`config.mk`:
```
export PLATFORM = sky130hd
export DESIGN_NAME = sorted_list_insert_remove_core
export DESIGN_NICKNAME = d
export VERILOG_FILES = /design/src/sv/slri_pkg.sv /design/src/sv/sorted_list_insert_remove_core.sv /design/src/sv/slri_store.sv /design/src/sv/slri_out.sv
export VERILOG_INCLUDE_DIRS = /design/src /design/src/sv
export SDC_FILE = /design/constraint.sdc
export NUM_CORES = 1
export LEC_CHECK = 0
export BUFFER_PORTS_ARGS = -buffer_cell sky130_fd_sc_hd__buf_4
export CORE_ASPECT_RATIO = 1.5
export CORE_MARGIN = 5
export CORE_UTILIZATION = 62
export DETAILED_ROUTE_END_ITERATION = 16
export PLACE_DENSITY = 0.89
export SYNTH_ARGS = -nofsm -noshare
export SYNTH_HDL_FRONTEND = slang
export SYNTH_SLANG_ARGS = --single-unit
```
`constraint.sdc`:
```
create_clock -name clk -period 7.8 [get_ports clk]
set_input_delay 1.56 -clock clk [delete_from_list [all_inputs] [get_ports clk]]
set_output_delay 1.56 -clock clk [all_outputs]
set_load 0.01 [all_outputs]
```
`src/sv/sorted_list_insert_remove_core_macros.svh`:
```
// Assertion macros for the sorted list core.
// Included by the RTL files that carry concurrent checks; no other dependencies.
`ifndef SORTED_LIST_INSERT_REMOVE_CORE_MACROS_SVH
`define SORTED_LIST_INSERT_REMOVE_CORE_MACROS_SVH

// same-cycle implication, disabled while reset is asserted
`define SLRI_ASSERT_IMPLY(label, clk, rst_n, ante, cons) \
	label: assert property (@(posedge clk) disable iff (!rst_n) (ante) |-> (cons)) \
		else $error("same-cycle check failed");

// next-cycle implication, disabled while reset is asserted
`define SLRI_ASSERT_NEXT(label, clk, rst_n, ante, cons) \
	label: assert property (@(posedge clk) disable iff (!rst_n) (ante) |=> (cons)) \
		else $error("next-cycle check failed");

`endif

```
`src/sv/slri_pkg.sv`:
```
// Shared types and constants for the sorted list core.
// No dependencies; used by every module of the block.
`default_nettype none

package slri_pkg;

	localparam int CAPACITY = 16;
	localparam int IDX_W    = (CAPACITY > 1) ? $clog2(CAPACITY) : 1;
	localparam int CNT_W    = $clog2(CAPACITY + 1);
	localparam int VAL_W    = 32;

	localparam logic REQ_INSERT = 1'b0;
	localparam logic REQ_REMOVE = 1'b1;

	typedef enum logic [1:0] {
		ERR_NONE   = 2'd0,
		ERR_FULL   = 2'd1,
		ERR_ABSENT = 2'd2
	} err_t;

	typedef enum logic [1:0] {
		ST_IDLE,
		ST_SCAN,
		ST_STREAM
	} state_t;

	typedef struct packed {
		logic                    req_type;
		logic signed [VAL_W-1:0] operand_value;
	} req_t;

	typedef struct packed {
		logic signed [VAL_W-1:0] list_value;
		logic                    is_last;
		logic                    list_empty;
		logic [1:0]              request_error;
	} res_t;

	typedef struct packed {
		logic             rd_en;
		logic [IDX_W-1:0] rd_addr;
		logic             wr_en;
		logic [IDX_W-1:0] wr_addr;
		logic [VAL_W-1:0] wr_data;
	} mem_req_t;

endpackage

`default_nettype wire

```
`src/sv/sorted_list_insert_remove_core.sv`:
```
// Sorted list core: keeps up to CAPACITY signed 32-bit values in ascending order,
// inserting before the first greater value and removing the first equal value, then
// streams the whole list out after every request. A request first runs a locate pass
// that reads the stored entries in order, then a stream pass that reads them again and
// emits the new list, held while the output register is stalled; both
// passes go through the single read port of the value store. A new request is taken
// once the last result has gone into the output register. Depends on slri_pkg,
// slri_store, slri_out and the macros header.
`default_nettype none

`include "sorted_list_insert_remove_core_macros.svh"

module sorted_list_insert_remove_core (
	input  wire                 clk,
	input  wire                 arst_n,
	input  wire                 req_valid,
	output logic                req_stall,
	input  slri_pkg::req_t      req_item,
	output logic                res_valid,
	input  wire                 res_stall,
	output slri_pkg::res_t      res_item
);

	localparam int CNT_W = slri_pkg::CNT_W;
	localparam int IDX_W = slri_pkg::IDX_W;
	localparam int VAL_W = slri_pkg::VAL_W;

	// control state
	slri_pkg::state_t state_q, state_d;
	logic [CNT_W-1:0] cnt_q;          // stored entries, cells 0 .. cnt_q-1 hold the list
	logic [CNT_W-1:0] ctr_q;          // read issue counter, shared by both passes
	logic             vld_s1;         // a read is returning this cycle
	logic [CNT_W-1:0] idx_s1;         // position that read belongs to
	logic             found_q;
	logic [CNT_W-1:0] pos_q;          // insert slot / entry to remove
	slri_pkg::err_t   err_q;
	logic [CNT_W-1:0] nnew_q;         // list length after this request

	// payload
	slri_pkg::req_t          req_q;
	logic [VAL_W-1:0]        prev_q;  // previous old entry, for the shift up after an insert

	slri_pkg::mem_req_t      mreq;
	logic [VAL_W-1:0]        rd_data_s1;
	slri_pkg::res_t          load_item;
	logic                    load;
	logic                    out_ready;

	logic                    is_ins;
	logic                    ins_ok;
	logic                    scan_iss;
	logic                    scan_done;
	logic                    str_iss;
	logic                    rm_shift;
	logic [CNT_W-1:0]        str_addr;
	logic                    hit;
	logic                    list_emp;
	logic                    last_res;
	logic                    acc;
	slri_pkg::err_t          err_d;
	logic [CNT_W-1:0]        nnew_d;

	slri_store u_store (
		.clk        (clk),
		.mreq       (mreq),
		.rd_data_s1 (rd_data_s1)
	);

	slri_out u_out (
		.clk       (clk),
		.arst_n    (arst_n),
		.load      (load),
		.load_item (load_item),
		.ready     (out_ready),
		.res_valid (res_valid),
		.res_stall (res_stall),
		.res_item  (res_item)
	);

	assign is_ins = (req_q.req_type == slri_pkg::REQ_INSERT);
	assign ins_ok = is_ins && (err_q == slri_pkg::ERR_NONE);

	// Locate pass compares the returning entry: insert stops at the first greater
	// value, remove at the first equal one.
	assign hit = is_ins ? ($signed(rd_data_s1) > $signed(req_q.operand_value))
	                    : ($signed(rd_data_s1) == $signed(req_q.operand_value));

	assign scan_iss  = (state_q == slri_pkg::ST_SCAN) && (ctr_q < cnt_q);
	assign scan_done = (state_q == slri_pkg::ST_SCAN) && (ctr_q == cnt_q) && !vld_s1;

	// Rewrite pass: result j is written back to cell j in the cycle it is loaded into
	// the output register. Reads run at or ahead of the write address, so a cell is always
	// read before it is overwritten; no forwarding needed.
	assign str_iss  = (state_q == slri_pkg::ST_STREAM) && (ctr_q < nnew_q) && out_ready;
	assign rm_shift = !is_ins && (err_q == slri_pkg::ERR_NONE) && (ctr_q >= pos_q);
	assign str_addr = ctr_q + CNT_W'(rm_shift);

	assign list_emp = (nnew_q == '0);
	assign last_res = list_emp || (idx_s1 == nnew_q - CNT_W'(1));
	assign load     = (state_q == slri_pkg::ST_STREAM) && out_ready && (vld_s1 || list_emp);
	assign acc      = req_valid && !req_stall;

	always_comb begin
		err_d  = slri_pkg::ERR_NONE;
		nnew_d = cnt_q;
		if (is_ins) begin
			if (cnt_q == CNT_W'(slri_pkg::CAPACITY)) begin
				err_d = slri_pkg::ERR_FULL;
			end else begin
				nnew_d = cnt_q + CNT_W'(1);
			end
		end else begin
			if (!found_q) begin
				err_d = slri_pkg::ERR_ABSENT;
			end else begin
				nnew_d = cnt_q - CNT_W'(1);
			end
		end
	end

	// result value: insert shifts entries past the slot up by one
	always_comb begin
		load_item.list_value    = $signed(rd_data_s1);
		load_item.is_last       = last_res;
		load_item.list_empty    = list_emp;
		load_item.request_error = err_q;
		if (list_emp) begin
			load_item.list_value = '0;
		end else if (ins_ok && (idx_s1 == pos_q)) begin
			load_item.list_value = req_q.operand_value;
		end else if (ins_ok && (idx_s1 > pos_q)) begin
			load_item.list_value = $signed(prev_q);
		end
	end

	always_comb begin
		mreq.rd_en   = 1'b0;
		mreq.rd_addr = ctr_q[IDX_W-1:0];
		mreq.wr_en   = 1'b0;
		mreq.wr_addr = idx_s1[IDX_W-1:0];
		mreq.wr_data = load_item.list_value;
		if (scan_iss) begin
			mreq.rd_en = 1'b1;
		end else if (str_iss && (str_addr < cnt_q)) begin
			mreq.rd_en   = 1'b1;
			mreq.rd_addr = str_addr[IDX_W-1:0];
		end
		// an unchanged list is not written back
		if ((state_q == slri_pkg::ST_STREAM) && vld_s1 && out_ready
		    && (err_q == slri_pkg::ERR_NONE)) begin
			mreq.wr_en = 1'b1;
		end
	end

	// next state
	always_comb begin
		state_d   = state_q;
		req_stall = 1'b1;
		case (state_q)
			slri_pkg::ST_IDLE: begin
				req_stall = 1'b0;
				if (req_valid) begin
					state_d = slri_pkg::ST_SCAN;
				end
			end
			slri_pkg::ST_SCAN: begin
				if (scan_done) begin
					state_d = slri_pkg::ST_STREAM;
				end
			end
			slri_pkg::ST_STREAM: begin
				if (load && last_res) begin
					state_d = slri_pkg::ST_IDLE;
				end
			end
			default: begin
				state_d = slri_pkg::ST_IDLE;
			end
		endcase
	end

	always_ff @(posedge clk or negedge arst_n) begin
		if (!arst_n) begin
			state_q <= slri_pkg::ST_IDLE;
		end else begin
			state_q <= state_d;
		end
	end

	always_ff @(posedge clk or negedge arst_n) begin
		if (!arst_n) begin
			cnt_q   <= '0;
			ctr_q   <= '0;
			vld_s1  <= 1'b0;
			idx_s1  <= '0;
			found_q <= 1'b0;
			pos_q   <= '0;
			err_q   <= slri_pkg::ERR_NONE;
			nnew_q  <= '0;
		end else begin
			case (state_q)
				slri_pkg::ST_IDLE: begin
					vld_s1 <= 1'b0;
					if (acc) begin
						ctr_q   <= '0;
						found_q <= 1'b0;
						pos_q   <= cnt_q;
					end
				end
				slri_pkg::ST_SCAN: begin
					vld_s1 <= scan_iss;
					idx_s1 <= ctr_q;
					if (scan_iss) begin
						ctr_q <= ctr_q + CNT_W'(1);
					end
					if (vld_s1 && !found_q && hit) begin
						found_q <= 1'b1;
						pos_q   <= idx_s1;
					end
					if (scan_done) begin
						ctr_q  <= '0;
						err_q  <= err_d;
						nnew_q <= nnew_d;
					end
				end
				slri_pkg::ST_STREAM: begin
					if (out_ready) begin
						vld_s1 <= str_iss;
						idx_s1 <= ctr_q;
					end
					if (str_iss) begin
						ctr_q <= ctr_q + CNT_W'(1);
					end
					if (load && last_res) begin
						cnt_q <= nnew_q;
					end
				end
				default: begin
					vld_s1 <= 1'b0;
				end
			endcase
		end
	end

	always_ff @(posedge clk) begin
		if (acc) begin
			req_q <= req_item;
		end
		if ((state_q == slri_pkg::ST_STREAM) && vld_s1 && out_ready) begin
			prev_q <= rd_data_s1;
		end
	end

	// checks
	`SLRI_ASSERT_IMPLY(a_cnt_range, clk, arst_n, 1'b1, cnt_q <= CNT_W'(slri_pkg::CAPACITY))
	`SLRI_ASSERT_IMPLY(a_wr_only_ok, clk, arst_n, mreq.wr_en,
		(state_q == slri_pkg::ST_STREAM) && (err_q == slri_pkg::ERR_NONE))
	`SLRI_ASSERT_IMPLY(a_no_rw_clash, clk, arst_n, mreq.rd_en && mreq.wr_en,
		mreq.rd_addr != mreq.wr_addr)
	`SLRI_ASSERT_NEXT(a_last_frees, clk, arst_n, load && last_res,
		state_q == slri_pkg::ST_IDLE)

endmodule

`default_nettype wire

```
`src/sv/slri_store.sv`:
```
// Value store: one write port, one read port, registered read data.
// Depends on slri_pkg.
`default_nettype none

module slri_store (
	input  wire                            clk,
	input  slri_pkg::mem_req_t             mreq,
	output logic [slri_pkg::VAL_W-1:0]     rd_data_s1
);

	logic [slri_pkg::VAL_W-1:0] mem [slri_pkg::CAPACITY];

	always_ff @(posedge clk) begin
		if (mreq.wr_en) begin
			mem[mreq.wr_addr] <= mreq.wr_data;
		end
		if (mreq.rd_en) begin
			rd_data_s1 <= mem[mreq.rd_addr];
		end
	end

endmodule

`default_nettype wire

```
`src/sv/slri_out.sv`:
```
// Result output register; frees the core as soon as the consumer takes a result.
// Depends on slri_pkg.
`default_nettype none

module slri_out (
	input  wire                 clk,
	input  wire                 arst_n,
	input  wire                 load,
	input  slri_pkg::res_t      load_item,
	output logic                ready,
	output logic                res_valid,
	input  wire                 res_stall,
	output slri_pkg::res_t      res_item
);

	logic           vld_q;
	slri_pkg::res_t item_q;

	assign ready     = !vld_q || !res_stall;
	assign res_valid = vld_q;
	assign res_item  = item_q;

	always_ff @(posedge clk or negedge arst_n) begin
		if (!arst_n) begin
			vld_q <= 1'b0;
		end else if (ready) begin
			vld_q <= load;
		end
	end

	always_ff @(posedge clk) begin
		if (ready && load) begin
			item_q <= load_item;
		end
	end

endmodule

`default_nettype wire
```
Word-level counts from Yosys, hierarchy flattened --
Memories as Yosys holds them, arrays and structs flattened. A register that Yosys moved wholly into a read port is not among the register bits. Cells that the tools add are included.
Cells by class: mux-type cells 36, bitwise gates (word level) 1, equality and inequality tests 15, reduce and logical (&&, ||, !) cells 40, $lt $le $gt $ge 6, add/sub/neg operators 5
Operators with widths (count):
- $mux W32 | 3
- $mux W5 | 11
- $eq A32 B32 Y1 | 1
- $gt A32 B32 Y1 | 1
- $logic_and A1 B1 Y1 | 21
- $pmux W5 S2 | 2
- $eq A5 B5 Y1 | 3
- $lt A5 B5 Y1 | 3
- $pmux W5 S3 | 1
- $ne A2 B2 Y1 const B | 6
- $add A5 B1 Y5 const B | 2
- $mux W1 | 10
- $mux W2 | 5
- $sub A5 B1 Y5 const B | 2
- $pmux W2 S3 | 1
- $reduce_and A2 Y1 | 3
- $reduce_and A3 Y1 | 2
- $add A5 B1 Y5 | 1
- $eq A5 B5 Y1 const B | 1
- $ge A5 B5 Y1 | 1
- $gt A5 B5 Y1 | 1
- $logic_not A5 Y1 | 1
- $logic_not A1 Y1 | 4
- $logic_not A2 Y1 | 2
- 11 further kinds | 15
Word-level totals: bits in registers 133, bits in writable memories 512, input port bits 37, output and inout port bits 38, word-level logic and storage cells 121, memories kept 1
Memory list:
- u_store.mem | depth 16, width 32, rd ports 1, clocked after Yosys merged registers in 1, write ports 1, RTL line slri_store.sv:11 | logic [slri_pkg::VAL_W-1:0] mem [slri_pkg::CAPACITY];

Logic depth before layout (Yosys ltp) --
word-level depth 8, mapped depth 25, mapped depth without buffers 21

Modules after synthesis --
Synthesis repeated with hierarchy kept, for this count alone.
Unflattened totals: cells, all modules 1445, area, all modules 27328.7 sq um
Modules (own cells, without submodules):
- slri_store | cells each 838, instances 1, area each 20155.6 sq um, sequential area each 16335.7 sq um
- sorted_list_insert_remove_core | cells each 567, instances 1, area each 6044.5 sq um, sequential area each 2727.6 sq um
- slri_out | cells each 40, instances 1, area each 1128.6 sq um, sequential area each 1106.1 sq um

Worst setup path after synthesis --
OpenSTA, ideal clock, no wires.
kind input-to-reg, start input port res_stall, end memory u_store.mem[0][0] (netlist name) (enable), setup slack 2042 ps, stages 5, data required time 7339 ps, buffers on the path 0, library setup time 461 ps, data arrival time 5297 ps, cells stage by stage nand2_1 > and3_1 > nand2_1 > or3_1 > nor3_1
On the way: cells in the longest elaborated chain, start to end 7
Ends and longest elaborated chain:
- from (decl) | RTL line sorted_list_insert_remove_core.sv:20 | input wire res_stall,
- $logic_not A1 Y1 | RTL line slri_out.sv:19 | assign ready = !vld_q || !res_stall;
- $logic_or A1 B1 Y1 | RTL line slri_out.sv:19
- $logic_and A1 B1 Y1 | RTL line sorted_list_insert_remove_core.sv:149 | if ((state_q == slri_pkg::ST_STREAM) && vld_s1 && out_ready
- $logic_and A1 B1 Y1 | RTL line sorted_list_insert_remove_core.sv:150 | && (err_q == slri_pkg::ERR_NONE)) begin
- $mux W1 | RTL line sorted_list_insert_remove_core.sv:149
- $mux W1 | RTL line slri_store.sv:14 | if (mreq.wr_en) begin
- $mux W1 (not written as such) | RTL line slri_store.sv:15 | mem[mreq.wr_addr] <= mreq.wr_data;
- to (decl) | RTL line slri_store.sv:11
Every way passes these cells.

Final worst setup path --
start register ctr_q[0], end register u_store.rd_data_s1[23] (netlist name), read port of u_store.mem, data pin
On the way: cells in the longest elaborated chain, start to end 7, elaborated cells between the ends (all ways) 13, those cells by class add/sub: 1; order compare: 4; mux: 3; reduce/logical: 5
Ends and longest elaborated chain:
- from (decl) | RTL line sorted_list_insert_remove_core.sv:31 | logic [CNT_W-1:0] ctr_q;
- from (signal assigned) | RTL line sorted_list_insert_remove_core.sv:214 | ctr_q <= ctr_q + CNT_W'(1);
- from (signal assigned) | RTL line sorted_list_insert_remove_core.sv:232 | ctr_q <= ctr_q + CNT_W'(1);
- $ge A5 B5 Y1 | RTL line sorted_list_insert_remove_core.sv:95 | assign rm_shift = !is_ins && (err_q == slri_pkg::ERR_NONE) && (ctr_q >= pos_q);
- $logic_and A1 B1 Y1 | RTL line sorted_list_insert_remove_core.sv:95
- $add A5 B1 Y5 | RTL line sorted_list_insert_remove_core.sv:96 | assign str_addr = ctr_q + CNT_W'(rm_shift);
- $lt A5 B5 Y1 | RTL line sorted_list_insert_remove_core.sv:144 | end else if (str_iss && (str_addr < cnt_q)) begin
- $logic_and A1 B1 Y1 | RTL line sorted_list_insert_remove_core.sv:144
- $mux W5 | RTL line sorted_list_insert_remove_core.sv:144
- $mux W4 / $mux W1 (equally long branches) | RTL line sorted_list_insert_remove_core.sv:142 | if (scan_iss) begin
- to (decl) | RTL line slri_store.sv:8 | output logic [slri_pkg::VAL_W-1:0] rd_data_s1
Parallel ways exist; a longest one is shown, timed or not. A chain may end at the register's enable or synchronous reset.

==> impl_metrics.env <==
export IMPL_status="finished clean"
export IMPL_cts_tree="built"
export IMPL_cts_sinks=677
export IMPL_synth_avg_cell_area_um2=14.3
export IMPL_powerDensity_mw_per_mm2=286
export IMPL_fp_dieW_um=184
export IMPL_slew_headroom_pct=13.0
export IMPL_cpMostUsedCell="ha_1"
export IMPL_nets=2136
export IMPL_start_util_pct=62.6
export IMPL_arrival_ns=7.06
export IMPL_synthDistinctLibCells=66
export IMPL_synth_top_area_share_pct=69.1
export IMPL_final_hold_viol_count=0
export IMPL_layout_drive_gt1_share_pct=13.9
export IMPL_antenna_left=0
export IMPL_fin_cells=2663
export IMPL_yosys_area_top_type="edfxtp_1"
export IMPL_synth_cells=1962
export IMPL_start_kind="register"
export IMPL_area_delta_synth_final_pct=12.6
export IMPL_power_internal_w=0.00639
export IMPL_min_path_type="reg -> reg"
export IMPL_crit_path_top_delay_cell="o31ai_4"
export IMPL_dp_hpwl_mm=39.8
export IMPL_viasPerCell=7.01
export IMPL_die_h_um=270
export IMPL_netlist_area_mm2=0.0280
export IMPL_netSwitchingFraction_pct=29.2
export IMPL_diodes=0
export IMPL_drt_total_wl_mm=74.4
export IMPL_p_switching_w=0.00264
export IMPL_synthFlopType="edfxtp_1"
export IMPL_fin_skew_ns=0.0206
export IMPL_io_pins=75
export IMPL_p_clk_share_pct=33.8
export IMPL_synth_edf_count=645
export IMPL_seq_area_mm2=0.0202
export IMPL_hold_slack_ns=0.496
export IMPL_multiInputGateArea_mm2=0.00733
export IMPL_dp_cells=2556
export IMPL_netlist_top_cells_area="edfxtp_1 (69%), nand2_1 (4.3%), ha_1 (2.9%)"
export IMPL_rsz0062_at_grt="no"
export IMPL_synth_xor_area_share_pct=0.393
export IMPL_antenna_found_initial=0
export IMPL_synth_net_count=2065
export IMPL_fin_util_pct=70.5
export IMPL_yosys_area_share_simple_pct=8.22
export IMPL_gr_usage_all_layers_pct=29.5
export IMPL_cts_hold_buf=0
export IMPL_remaining_drc_errors=0
export IMPL_portBuffers=74
export IMPL_synth_seq_cells=677
export IMPL_fillers=2509
export IMPL_clock_latency_ns=0.62
export IMPL_yosysMostFrequentCell="edfxtp_1"
export IMPL_yosysWarningCount=0
export IMPL_firstDrtPassIters=6
export IMPL_power_leakage_nw=12.4
export IMPL_synth_mux_area_share_pct=1.60
export IMPL_grt_pass1_vias=18705
export IMPL_period_needed_ns=6.70
export IMPL_core_area_mm2=0.0448
export IMPL_grt_remaining_overflow=0
export IMPL_clkTransAtPathRegs_ns=0.07
export IMPL_vias=18671
export IMPL_cts_buffers=57
export IMPL_total_power_w=0.00903
export IMPL_synth_common_cells="edfxtp_1 (645), nand2_1 (323), a21oi_1 (123)"
export IMPL_cts_buffer_depth=3
export IMPL_ys_async_sr_fraction_pct=4.73
export IMPL_report_final_setup_viol=0
export IMPL_slowest_delay_ns=0.94
export IMPL_post_cts_buffers=0
export IMPL_synth_top_family_by_area="compound AO/OA/AOI/OAI gates"
export IMPL_fin_tns_setup_ns=0
export IMPL_clockRootBuffer="clkbuf_16"
export IMPL_drt_wirelength_per_cell_um=27.9
export IMPL_tightest_slew_ns=1.30
export IMPL_drtIter0Drc=2781
export IMPL_htree_levels=2
export IMPL_end_kind="register"
export IMPL_postCtsResizedCells=0
export IMPL_synth_compound_area_share_pct=12.0
export IMPL_die_area_mm2=0.0497
export IMPL_fmax_ghz=0.149
export IMPL_synth_seq_area_share_pct=71.9
export IMPL_period_share_pct=85.9
export IMPL_critPathKind="reg -> reg"
export IMPL_grt_max_degree=97
export IMPL_cp_max_fo=62
export IMPL_ir_drop_uv=275
export IMPL_grt_first_pass_wirelength_mm=111
export IMPL_synth_adder_area_share_pct=2.94
export IMPL_maxCapViolCount=0
export IMPL_p_comb_share_pct=18.2
export IMPL_num_rows=95
export IMPL_place_gp_congestion=0.926
export IMPL_drv_slew=0
export IMPL_seqPwrFrac_pct=48.0
export IMPL_crit_chain="inv_1, ha_1, nand2b_1, a21oi_1, nor2b_1, o21ai_0, nand2b_1, a21oi_1, nor4_1, ha_1, ha_1, xor2_1, ha_1, a21o_1, a31oi_1, o21ai_1, o31ai_4, nand2_4, buf_12, a211oi_1, a311oi_1, a2111o_1"
export IMPL_cp_required_ns=8.16
==> cell families (layout without fill, tap and decap cells) <==
logic type | Yosys count | count (layout)
flip-flops | 677 | 677
AND/OR/NAND/NOR | 522 | 522
multiplexers | 44 | 44
AO/OA/AOI/OAI | 458 | 458
XOR/XNOR | 11 | 11
adder cells (fa/ha/maj) | 66 | 66
buffers and inverters | 184 | 303
==> area by class of cell <==
type,instances,share of cell area (%)
Clock inverter,46,1.78
Timing Repair Buffer,136,3.47
Inverter,60,0.713
Multi-Input combinational cell,1101,23.2
Sequential cell,677,63.9
Tap cell,582,2.31
Clock buffer,61,4.63
==> placed cells by master, fill, tap and decap left out, types with 15 or more instances in the layout <==
cell type / instances
buf_4: 130
clkinv_2: 15
nand3_1: 15
inv_1: 58
clkbuf_16: 58
and3_1: 64
mux2i_1: 38
a221oi_1: 33
a311oi_1: 64
nand2_1: 321
a32oi_1: 32
edfxtp_1: 645
dfrtp_1: 32
o21ai_0: 26
a211oi_1: 90
a21oi_1: 123
a2111o_1: 32
nor2_1: 49
ha_1: 66
==> state kept, by name (all words and copies together), names as in the netlist <==
name / count
pos_q: 5
idx_s1: 5
u_out.res_item: 36
u_out.res_valid: 1
req_q: 33
found_q: 1
nnew_q: 5
cnt_q: 5
u_store.mem: 512
err_q: 2
ctr_q: 5
state_q: 2
prev_q: 32
vld_s1: 1
u_store.rd_data_s1: 32
==> worst paths after layout <==
check / startpoint / cells past startpoint / endpoint / slack [ns]
worst min register to register: u_store.rd_data_s1[14] / 0 / prev_q[14] / 0.50
min in group asynchronous: arst_n / 1 / nnew_q[4] / 0.90
worst min-delay path: u_store.rd_data_s1[14] / 0 / prev_q[14] / 0.50
worst max-delay path: ctr_q[0] / 22 / u_store.rd_data_s1[23] / 1.10
max in group asynchronous: arst_n / 1 / pos_q[3] / 6.60
worst max register to register: ctr_q[0] / 22 / u_store.rd_data_s1[23] / 1.10
==> metal layers <==
layer | wire (um) | vias up | global-route usage [%]
met5 | 0 | - | 0
met4 | 4820 | 0 | 16.7
met3 | 9070 | 342 | 5.68
met2 | 36100 | 1587 | 48.0
met1 | 24400 | 8983 | 37.2
li1 | - | 7759 | -
==> through the flow <==
stage	cell area (um2)	setup slack (ns)
CTS	31600	1.29
floorplan	28000	2.04
detailed placement	29600	1.39
global placement	29600	1.53
global route	31600	0.848
finish	31600	1.10
==> worst max-delay path: cells and delay by family, from the launching register on <==
family / cells / cell delay (ns)
AO/OA/AOI/OAI: 10 / 3.01
XOR/XNOR: 1 / 0.20
adder cells (fa/ha/maj): 4 / 1.15
buffers and inverters: 2 / 0.56
flip-flops: 1 / 0.45
AND/OR/NAND/NOR: 5 / 1.05
==> power groups by stage <==
stage	logic, W	clock network, W	registers (W)
2_1_floorplan	0.00111	0	0.00431
3_3_place_gp	0.00147	0	0.00439
3_5_place_dp	0.00154	0	0.00440
4_1_cts	0.00160	0.00306	0.00432
5_1_grt	0.00174	0.00324	0.00434
6_report	0.00164	0.00305	0.00434
Note: power is estimated with default switching activity, not from simulation.
